`src/design/assert_macros.svh`:
```
// Assertion macros used by the RTL file edge_plane_slicer.
`ifndef ASSERT_MACROS_SVH
`define ASSERT_MACROS_SVH

// Same-cycle implication, disabled during reset.
`define ASSERT_IMPLY(lbl, clk, rst, ante, cons, msg) \
   lbl: assert property (@(posedge clk) disable iff (rst) (ante) |-> (cons)) else $error(msg);

// Next-cycle implication, disabled during reset.
`define ASSERT_NEXT(lbl, clk, rst, ante, cons, msg) \
   lbl: assert property (@(posedge clk) disable iff (rst) (ante) |=> (cons)) else $error(msg);

`endif

```
`src/design/eps_pkg.sv`:
```
// ---------------------------------------------------------------------------
// eps_pkg
// Types and constants for the edge plane slicer.
// ---------------------------------------------------------------------------
package eps_pkg;

   localparam int unsigned PC_W       = 7;
   localparam logic [PC_W-1:0] PC_RESET = 7'd64;
   localparam logic REG_PLANE_COUNT   = 1'b0;

   typedef struct packed {
      logic signed [31:0] xa;
      logic signed [31:0] ya;
      logic signed [31:0] za;
      logic signed [31:0] xb;
      logic signed [31:0] yb;
      logic signed [31:0] zb;
      logic [23:0]        id_a;
      logic [23:0]        id_b;
   } req_type;

   typedef struct packed {
      logic [5:0]         plane_index;
      logic signed [31:0] x;
      logic signed [31:0] y;
      logic signed [31:0] z;
      logic               at_vertex;
      logic [23:0]        vertex_id;
      logic [23:0]        low_id;
      logic [23:0]        high_id;
      logic               last;
   } rsp_type;

   typedef enum logic [3:0] {
      ST_IDLE,
      ST_ORDER,
      ST_RANGE,
      ST_CHECK,
      ST_LOAD,
      ST_MUL,
      ST_DIV,
      ST_FIN,
      ST_EMIT
   } state_type;

endpackage

```
`src/design/edge_plane_slicer.sv`:
```
// Sequence: an item taken in idle has its endpoints ordered and its plane range found; then
// each crossing is checked and, when snapped to an endpoint, emitted directly; when it is
// interpolated, each of the 3 coordinates is loaded, multiplied, divided and finished first.
// One edge at a time, up to 64 crossings; a new item is taken only after the last emit. The
// single 34-bit add/subtract unit, stepped for each multiply and divide bit, sets the pace,
// and a stalled result holds the sequencer. Reset: synchronous; sequencer idle, output
// empty, plane_count back to 64.
// ---------------------------------------------------------------------------
// edge_plane_slicer
// Intersects one mesh edge with unit-spaced planes z = 0 .. min(plane_count,MAX_PLANES)-1.
// ---------------------------------------------------------------------------
`include "assert_macros.svh"

module edge_plane_slicer
   import eps_pkg::*;
#(
   parameter int MAX_PLANES = 64,
   parameter int FRAC_BITS  = 16
) (
   input  logic        clock,
   input  logic        reset,
   input  logic        req_valid,
   output logic        req_stall,
   input  req_type     req_data,
   output logic        rsp_valid,
   input  logic        rsp_stall,
   output rsp_type     rsp_data,
   input  logic        csr_psel,
   input  logic        csr_penable,
   input  logic        csr_pwrite,
   input  logic [2:0]  csr_paddr,
   input  logic [31:0] csr_pwdata,
   output logic [31:0] csr_prdata,
   output logic        csr_pready
);

   localparam int IW = 32 - FRAC_BITS;
   localparam logic [PC_W-1:0] MAXP = PC_W'(MAX_PLANES);
   localparam logic signed [33:0] SNAP = 34'((64'(1) << FRAC_BITS) / 100);

   state_type state_ff, state_in;

   logic [PC_W-1:0]    pc_ff;
   req_type            in_ff;
   logic signed [31:0] lo_x_ff, lo_y_ff, lo_z_ff, hi_x_ff, hi_y_ff, hi_z_ff;
   logic [23:0]        id_lo_ff, id_hi_ff;
   logic [PC_W-1:0]    k_ff, end_ff;
   logic [31:0]        dz_ff, d_ff, mag_ff;
   logic               neg_ff, empty_ff;
   logic signed [31:0] clo_ff;
   logic [63:0]        p_ff;
   logic [4:0]         stp_ff;
   logic [1:0]         crd_ff;
   logic signed [31:0] res_x_ff, res_y_ff, res_z_ff;
   logic               atv_ff;
   logic [23:0]        vid_ff;
   logic               snap_ff;
   logic               rsp_valid_ff;
   rsp_type            rsp_ff;

   // configuration port
   logic csr_wr;
   assign csr_pready = 1'b1;
   assign csr_wr     = csr_psel && csr_penable && csr_pwrite;
   always_comb begin
      csr_prdata = '0;
      if (csr_paddr[2] == REG_PLANE_COUNT) begin
         csr_prdata = {25'd0, pc_ff};
      end
   end

   // endpoint ordering
   logic a_first;
   always_comb begin
      if (in_ff.za != in_ff.zb) begin
         a_first = in_ff.za < in_ff.zb;
      end else if (in_ff.xa != in_ff.xb) begin
         a_first = in_ff.xa < in_ff.xb;
      end else begin
         a_first = in_ff.ya <= in_ff.yb;
      end
   end

   // plane range
   logic [PC_W-1:0]   cnt, cnt_m1, end_r;
   logic [IW-1:0]     start_w, fl_hi;
   logic signed [IW-1:0] fl_lo;
   logic              frac_nz, empty_r;
   always_comb begin
      cnt     = (pc_ff > MAXP) ? MAXP : pc_ff;
      cnt_m1  = cnt - PC_W'(1);
      fl_lo   = IW'(lo_z_ff >>> FRAC_BITS);
      frac_nz = |lo_z_ff[FRAC_BITS-1:0];
      start_w = (lo_z_ff <= 0) ? '0 : IW'(fl_lo + IW'(frac_nz));
      fl_hi   = IW'(hi_z_ff >>> FRAC_BITS);
      end_r   = (fl_hi < IW'(cnt_m1)) ? fl_hi[PC_W-1:0] : cnt_m1;
      empty_r = (lo_z_ff == hi_z_ff) || hi_z_ff[31] || (cnt == '0) ||
                (start_w > IW'(end_r));
   end

   // snap tests for the current plane
   logic signed [33:0] kz, dlo, dhi;
   logic               snap_lo, snap_hi;
   always_comb begin
      kz      = 34'({k_ff, FRAC_BITS'(0)});
      dlo     = kz - 34'(lo_z_ff);
      dhi     = 34'(hi_z_ff) - kz;
      snap_lo = dlo <= SNAP;
      snap_hi = dhi <= SNAP;
   end

   // coordinate select for interpolation
   logic signed [31:0] c_lo, c_hi;
   logic signed [32:0] c_diff;
   always_comb begin
      case (crd_ff)
         2'd0:    begin c_lo = lo_x_ff; c_hi = hi_x_ff; end
         2'd1:    begin c_lo = lo_y_ff; c_hi = hi_y_ff; end
         default: begin c_lo = lo_z_ff; c_hi = hi_z_ff; end
      endcase
      c_diff = 33'(c_hi) - 33'(c_lo);
   end

   // shared add/subtract unit: multiply accumulate or divide trial subtract
   logic        unit_sub;
   logic [33:0] unit_a, unit_b, unit_sum;
   always_comb begin
      unit_a   = unit_sub ? {1'b0, p_ff[63:31]} : {2'b00, p_ff[63:32]};
      unit_b   = unit_sub ? {2'b00, dz_ff} : {2'b00, mag_ff};
      unit_sum = unit_a + (unit_sub ? ~unit_b : unit_b) + 34'(unit_sub);
   end

   logic        out_free, out_load;
   logic [31:0] res_c;
   assign out_free = !rsp_valid_ff || !rsp_stall;
   assign res_c    = neg_ff ? clo_ff - p_ff[31:0] : clo_ff + p_ff[31:0];

   // next state
   always_comb begin
      state_in = state_ff;
      case (state_ff)
         ST_IDLE:  if (req_valid) state_in = ST_ORDER;
         ST_ORDER: state_in = ST_RANGE;
         ST_RANGE: state_in = empty_r ? ST_IDLE : ST_CHECK;
         ST_CHECK: state_in = (snap_lo || snap_hi) ? ST_EMIT : ST_LOAD;
         ST_LOAD:  state_in = ST_MUL;
         ST_MUL:   if (stp_ff == 5'd31) state_in = ST_DIV;
         ST_DIV:   if (stp_ff == 5'd31) state_in = ST_FIN;
         ST_FIN:   state_in = (crd_ff == 2'd2) ? ST_EMIT : ST_LOAD;
         ST_EMIT: begin
            if (out_free) state_in = (k_ff == end_ff) ? ST_IDLE : ST_CHECK;
         end
         default:  state_in = ST_IDLE;
      endcase
   end

   // control outputs
   always_comb begin
      req_stall = 1'b1;
      unit_sub  = 1'b0;
      out_load  = 1'b0;
      case (state_ff)
         ST_IDLE: req_stall = 1'b0;
         ST_DIV:  unit_sub  = 1'b1;
         ST_EMIT: out_load  = out_free;
         default: ;
      endcase
   end

   always_ff @(posedge clock) begin
      if (reset) begin
         state_ff     <= ST_IDLE;
         pc_ff        <= PC_RESET;
         rsp_valid_ff <= 1'b0;
      end else begin
         state_ff <= state_in;
         if (csr_wr && csr_pready && csr_paddr[2] == REG_PLANE_COUNT) begin
            pc_ff <= csr_pwdata[PC_W-1:0];
         end
         if (out_load) begin
            rsp_valid_ff <= 1'b1;
         end else if (!rsp_stall) begin
            rsp_valid_ff <= 1'b0;
         end
      end
   end

   always_ff @(posedge clock) begin
      case (state_ff)
         ST_IDLE: begin
            if (req_valid) in_ff <= req_data;
         end
         ST_ORDER: begin
            lo_x_ff  <= a_first ? in_ff.xa : in_ff.xb;
            lo_y_ff  <= a_first ? in_ff.ya : in_ff.yb;
            lo_z_ff  <= a_first ? in_ff.za : in_ff.zb;
            hi_x_ff  <= a_first ? in_ff.xb : in_ff.xa;
            hi_y_ff  <= a_first ? in_ff.yb : in_ff.ya;
            hi_z_ff  <= a_first ? in_ff.zb : in_ff.za;
            id_lo_ff <= a_first ? in_ff.id_a : in_ff.id_b;
            id_hi_ff <= a_first ? in_ff.id_b : in_ff.id_a;
         end
         ST_RANGE: begin
            k_ff     <= start_w[PC_W-1:0];
            end_ff   <= end_r;
            empty_ff <= empty_r;
            dz_ff    <= 32'(hi_z_ff - lo_z_ff);
         end
         ST_CHECK: begin
            crd_ff  <= 2'd0;
            d_ff    <= dlo[31:0];
            snap_ff <= snap_lo || snap_hi;
            if (snap_lo) begin
               res_x_ff <= lo_x_ff; res_y_ff <= lo_y_ff; res_z_ff <= lo_z_ff;
               atv_ff   <= 1'b1;    vid_ff   <= id_lo_ff;
            end else if (snap_hi) begin
               res_x_ff <= hi_x_ff; res_y_ff <= hi_y_ff; res_z_ff <= hi_z_ff;
               atv_ff   <= 1'b1;    vid_ff   <= id_hi_ff;
            end else begin
               atv_ff <= 1'b0;
               vid_ff <= '0;
            end
         end
         ST_LOAD: begin
            clo_ff <= c_lo;
            neg_ff <= c_diff[32];
            mag_ff <= c_diff[32] ? 32'(-c_diff) : c_diff[31:0];
            p_ff   <= {32'd0, d_ff};
            stp_ff <= '0;
         end
         ST_MUL: begin
            stp_ff <= stp_ff + 5'd1;
            if (p_ff[0]) begin
               p_ff <= {unit_sum[32:0], p_ff[31:1]};
            end else begin
               p_ff <= {1'b0, p_ff[63:1]};
            end
         end
         ST_DIV: begin
            stp_ff <= stp_ff + 5'd1;
            if (!unit_sum[33]) begin
               p_ff <= {unit_sum[31:0], p_ff[30:0], 1'b1};
            end else begin
               p_ff <= {p_ff[62:0], 1'b0};
            end
         end
         ST_FIN: begin
            crd_ff <= crd_ff + 2'd1;
            case (crd_ff)
               2'd0:    res_x_ff <= res_c;
               2'd1:    res_y_ff <= res_c;
               default: res_z_ff <= res_c;
            endcase
         end
         ST_EMIT: begin
            if (out_free) k_ff <= k_ff + PC_W'(1);
         end
         default: ;
      endcase
      if (out_load) begin
         rsp_ff.plane_index <= k_ff[5:0];
         rsp_ff.x           <= res_x_ff;
         rsp_ff.y           <= res_y_ff;
         rsp_ff.z           <= res_z_ff;
         rsp_ff.at_vertex   <= atv_ff;
         rsp_ff.vertex_id   <= vid_ff;
         rsp_ff.low_id      <= id_lo_ff;
         rsp_ff.high_id     <= id_hi_ff;
         rsp_ff.last        <= (k_ff == end_ff);
      end
   end

   assign rsp_valid = rsp_valid_ff;
   assign rsp_data  = rsp_ff;

   `ASSERT_NEXT(a_mul_to_div, clock, reset, state_ff == ST_MUL && stp_ff == 5'd31,
                state_ff == ST_DIV, "multiply did not hand over to divide")
   `ASSERT_IMPLY(a_quot_bound, clock, reset, state_ff == ST_FIN, p_ff[31:0] <= mag_ff,
                 "quotient exceeds coordinate span")
   `ASSERT_IMPLY(a_k_range, clock, reset, state_ff == ST_CHECK, k_ff <= end_ff && !empty_ff,
                 "plane index past range end")
   `ASSERT_NEXT(a_last_idle, clock, reset, out_load && k_ff == end_ff,
                state_ff == ST_IDLE && rsp_valid, "final crossing did not end the edge")
   `ASSERT_IMPLY(a_snap_id, clock, reset, state_ff == ST_EMIT && !snap_ff,
                 !atv_ff && vid_ff == '0, "interpolated crossing carries a vertex id")

endmodule
```
`config.mk`:
```
export PLATFORM = sky130hd
export DESIGN_NAME = edge_plane_slicer
export DESIGN_NICKNAME = d
export VERILOG_FILES = /design/src/design/eps_pkg.sv /design/src/design/edge_plane_slicer.sv
export VERILOG_INCLUDE_DIRS = /design/src /design/src/design
export SDC_FILE = /design/constraint.sdc
export NUM_CORES = 2
export LEC_CHECK = 0
export BUFFER_PORTS_ARGS = -buffer_cell sky130_fd_sc_hd__buf_4
export CORE_UTILIZATION = 45
export CTS_BUF_LIST = sky130_fd_sc_hd__clkbuf_2
export DETAILED_ROUTE_END_ITERATION = 10
export SKIP_CTS_REPAIR_TIMING = 1
export SLEW_MARGIN = 30
export SYNTH_ARGS = -nofsm -noshare
export SYNTH_HDL_FRONTEND = slang
export SYNTH_SLANG_ARGS = --single-unit
```
`constraint.sdc`:
```
create_clock -name clock -period 36.4 [get_ports clock]
set_clock_uncertainty 0.05 [all_clocks]
set_input_delay 3.64 -clock clock [delete_from_list [all_inputs] [get_ports clock]]
set_output_delay 3.64 -clock clock [all_outputs]
set_load 0.05 [all_outputs]
```
==> results.md <==
Outcome:
- The run finished with clean final reports.

Placed design:
- The global placement routability congestion is 0.9567.
- The number of buffers added on ports is 439.
- The post-DP HPWL is 117100 um.
- The count of placed standard cells including taps is 6181.

Critical path:
- The worst register-to-register path has a setup slack of 28.87 ns.
- The kind of start point of the critical path is an input port.
- The critical path in this run is classified as in2out.
- The type of element capturing the critical path is an output pin.
- In this run the critical register-to-register path is captured at p_ff[60].
- The worst register-to-register path begins at state_ff[0].
- Counting cells, the worst reg-to-reg path comes to 24.
- Along the worst path, the maximum fanout reaches 8.
- At the worst endpoint, the required time is 32.71 ns.
- For the worst setup path, the data arrival time is 4.08 ns.

Hold path:
- The cell count of the worst hold path is 0.
- The launch point of the worst hold path is res_y_ff[29].
- The terminating pin of the worst hold path is rsp_data[135].
- The path type of the worst min-delay path is reg2reg.

Timing:
- The worst-margin pin slew is 1.149 ns.
- The achievable clock frequency is 128.6 MHz.
- The worst-case hold slack is 0.3396 ns.
- After routing, the total negative slack on setup checks comes to 0 ns.
- The count of pins over their slew limit came to 0.
- Of the available clock period, the critical path in the final layout requires 0.2136.
- The worst path in the final design needs a cycle of 7.775 ns, including I/O delays and setup.
- Setup violations remaining at the end of the flow were counted as 0.
- Measured against its own limit, the worst slew margin works out to 0.2341.
- The hold violation count in the final report is 0.
- Setup repair after global routing left no endpoint under its margin.

Power:
- The power per cell area is 49.19 nW/um^2.
- The worst supply voltage drop on vdd is 44.62 uV.
- Overall power consumption after layout is estimated at 2.949 mW.
- For this design the static power due to leakage is 23.63 nW.

Drt:
- After the first detailed-routing iteration, the DRC count stood at 3235.
- The number of detailed-route iterations in the first pass is 6.
- After detailed routing, the number of remaining DRC violations is 0.
- The post-detailed-routing wire length is 158900 um.
- The detail-routed net length per standard cell is 23.93 um.
- The post-detailed-route count of antenna-violating nets is 0.
- Dividing the detail-routed via count by the number of cells gives 5.685.
- The routed layout has 37740 vias.

Logic synthesis:
- The number of enable flip-flop cells after synthesis is 991.
- Sorting the synthesized cells by area gives the leading types as sky130_fd_sc_hd__edfxtp_1 (56%), sky130_fd_sc_hd__ha_1 (6.2%), sky130_fd_sc_hd__mux2_2 (5.3%), sky130_fd_sc_hd__a21oi_1 (3.0%), sky130_fd_sc_hd__xnor2_1 (2.6%).
- By count the netlist is led by sky130_fd_sc_hd__edfxtp_1 (991), sky130_fd_sc_hd__nand2_1 (339), sky130_fd_sc_hd__a21oi_1 (317), sky130_fd_sc_hd__nor2_1 (266), sky130_fd_sc_hd__ha_1 (263).
- The number of synthesis warnings is 0.
- The number of standard cells after synthesis is 4351.
- The cell area after synthesis is 52670 um^2.
- The share of synthesized area in the top cell type comes to 0.5650.
- Yosys mapped the design onto 92 distinct sky130hd cell types.
- For this run, the leading register cell type out of synthesis is sky130_fd_sc_hd__edfxtp_1.
- The async set-reset flop share out of synthesis is 0.
- The sequential share of the synthesized area is 0.5695.
- sky130_fd_sc_hd__edfxtp_1 is the most common cell in the netlist.
- sky130_fd_sc_hd__edfxtp_1 takes more of the synthesized area than any other cell.
- The synthesized area divided by synthesized cell count is 12.11 um^2.
- The number of flip-flops and latches in the synthesized netlist is 1003.

Clocking:
- Counting the buffers created by CTS gives 287.
- The clock slew seen by the registers of the worst setup and hold paths is 0.10 ns.
- The H-tree was split into 5 levels.
- The clock sink total is 1003.
- The tree is rooted in a sky130_fd_sc_hd__clkbuf_2.
- The maximum buffer depth of the clock tree is 4.
- The later pin in the worst-skew pair is clocked with a latency of 1.59 ns.
- The clock tree from TritonCTS is done.

Floorplanning:
- The floorplan step defined a die boundary enclosing 118400 um^2.
- The total I/O pin count is 493.
- The area of the core region is 116000 um^2.
- In this run the vertical extent of the chip is 344.1 um.
- For this configuration, the core starts out at a cell density of 0.4539.
- The floorplan step set the die width to 344.1 um.
- The floorplan has 125 rows.

Global route:
- For this run, the total global-route usage over all layers was measured as 0.2654.
- The initial antenna violation count was 6.
- The first-pass GRT wire length is 230000 um.
- Entering global routing, the biggest net connects 154 pins.
- The via count of the first global-routing pass is 36390.
- The global-route congestion overflow total is 0.

Layout:
- The final-layout fill cell count is 10470.
- The signed area change from the synthesized netlist to the final layout is 13.83%.
- In the final layout, the share of cells above drive strength 1 is 0.2378.
- Excluding fillers, the count of instances in the completed layout stands at 6639.
- The total number of nets in the final design is 5497.

Flow run:
- The number of max-cap violations is 0.
[registers in the layout, summed over array words and instances (netlist names), 24 cells and up]
name	flops
hi_y_ff	32
hi_z_ff	32
res_y_ff	32
lo_x_ff	32
dz_ff	32
id_hi_ff	24
in_ff	240
vid_ff	24
res_z_ff	32
mag_ff	32
rsp_data	176
hi_x_ff	32
clo_ff	32
d_ff	32
res_x_ff	32
lo_y_ff	32
p_ff	64
id_lo_ff	24
lo_z_ff	32
[stage by stage]
step	instance area, um^2	util	setup slack, ns
final	59960	0.5167	28.63
after global routing	59950	0.5166	28.33
after CTS	59900	0.5162	28.62
after global placement	57560	0.4960	28.62
after detailed placement	57590	0.4962	28.62
after floorplan	52760	-	18.38
[worst max-delay path, stage by stage]
cell	delay [ns]
sky130_fd_sc_hd__buf_4	0.14
sky130_fd_sc_hd__nor2b_1	0.11
sky130_fd_sc_hd__buf_4	0.20
[layout by cell type (no fill, tap or decap), types with 14 or more instances in the layout]
cell                         n
sky130_fd_sc_hd__mux2i_1   125
sky130_fd_sc_hd__o21a_1     37
sky130_fd_sc_hd__nand2b_1   59
sky130_fd_sc_hd__nor2_1    262
sky130_fd_sc_hd__clkbuf_2  389
sky130_fd_sc_hd__and2_1     21
sky130_fd_sc_hd__o211ai_1   14
sky130_fd_sc_hd__edfxtp_1  991
sky130_fd_sc_hd__clkinv_1   40
sky130_fd_sc_hd__nand4_1    37
sky130_fd_sc_hd__nand3_1    54
sky130_fd_sc_hd__a21oi_1   315
sky130_fd_sc_hd__nand2_1   335
sky130_fd_sc_hd__mux2_2    249
sky130_fd_sc_hd__and3_1     20
sky130_fd_sc_hd__xnor2_1   156
sky130_fd_sc_hd__a21o_1     90
sky130_fd_sc_hd__o21ai_0   110
sky130_fd_sc_hd__xor2_1     63
sky130_fd_sc_hd__a22o_1     58
sky130_fd_sc_hd__ha_1      261
sky130_fd_sc_hd__nor3_1     54
sky130_fd_sc_hd__a31oi_1    37
sky130_fd_sc_hd__or3_1      19
sky130_fd_sc_hd__inv_1     235
sky130_fd_sc_hd__nor4_1     17
sky130_fd_sc_hd__buf_4     494
sky130_fd_sc_hd__a22oi_1    43
sky130_fd_sc_hd__a211oi_1   16
sky130_fd_sc_hd__o22ai_1    49
sky130_fd_sc_hd__nor2b_1    37
sky130_fd_sc_hd__o21ai_1    69
sky130_fd_sc_hd__conb_1     26
sky130_fd_sc_hd__o31ai_1    51
[routing by layer]
metal	global-route usage	share of wire	up-vias
met3	0.05274	0.066	289
met4	0.1132	0.034	0
li1	-	-	17630
met5	0	0	-
met1	0.3412	0.41	18340
met2	0.4364	0.49	1484
[how the worst max path moves through the flow]
stage                  from       endpoint  depth (start not counted)
3_3_place_gp   csr_paddr[2]  csr_prdata[5]                          3
2_1_floorplan   state_ff[0]     hi_x_ff[0]                          3
3_5_place_dp   csr_paddr[2]  csr_prdata[2]                          3
4_1_cts        csr_paddr[2]  csr_prdata[2]                          3
5_1_grt         state_ff[0]       p_ff[55]                         20
6_report       csr_paddr[2]  csr_prdata[1]                          3
[final cells by class]
class                           instances  area (um^2)  share of cell area
Sequential cell                      1003        30000              0.5004
Multi-Input combinational cell       2916        20990              0.3501
Timing Repair Buffer                  501         3830             0.06388
Clock buffer                          389         1947             0.03247
Tap cell                             1524         1907             0.03180
Inverter                              238        893.4             0.01490
Clock inverter                         59        365.4            0.006093
Antenna cell                            9        22.52           0.0003756
[power breakdown]
part	internal (mW)	switching [mW]	total [mW]
clock network	0.319	0.466	0.785
registers	1.40	0.0733	1.48
logic	0.288	0.398	0.686
total	2.01	0.937	2.95
[cells by family (layout without fill, tap and decap cells)]
family	count (synthesis)	count (layout)	synth area share
other	2	35	0.0001426
xor gates and xnor gates	219	219	0.03641
adders and majority gates	268	268	0.06437
AOI/OAI and AO/OA	1036	1036	0.1277
DFF	1003	1003	0.5695
muxes	374	374	0.07699
buffers and inverters	456	1187	0.03620
and+or+nand+nor	993	993	0.08872
No activity file was read; power rests on OpenSTA's default activity.
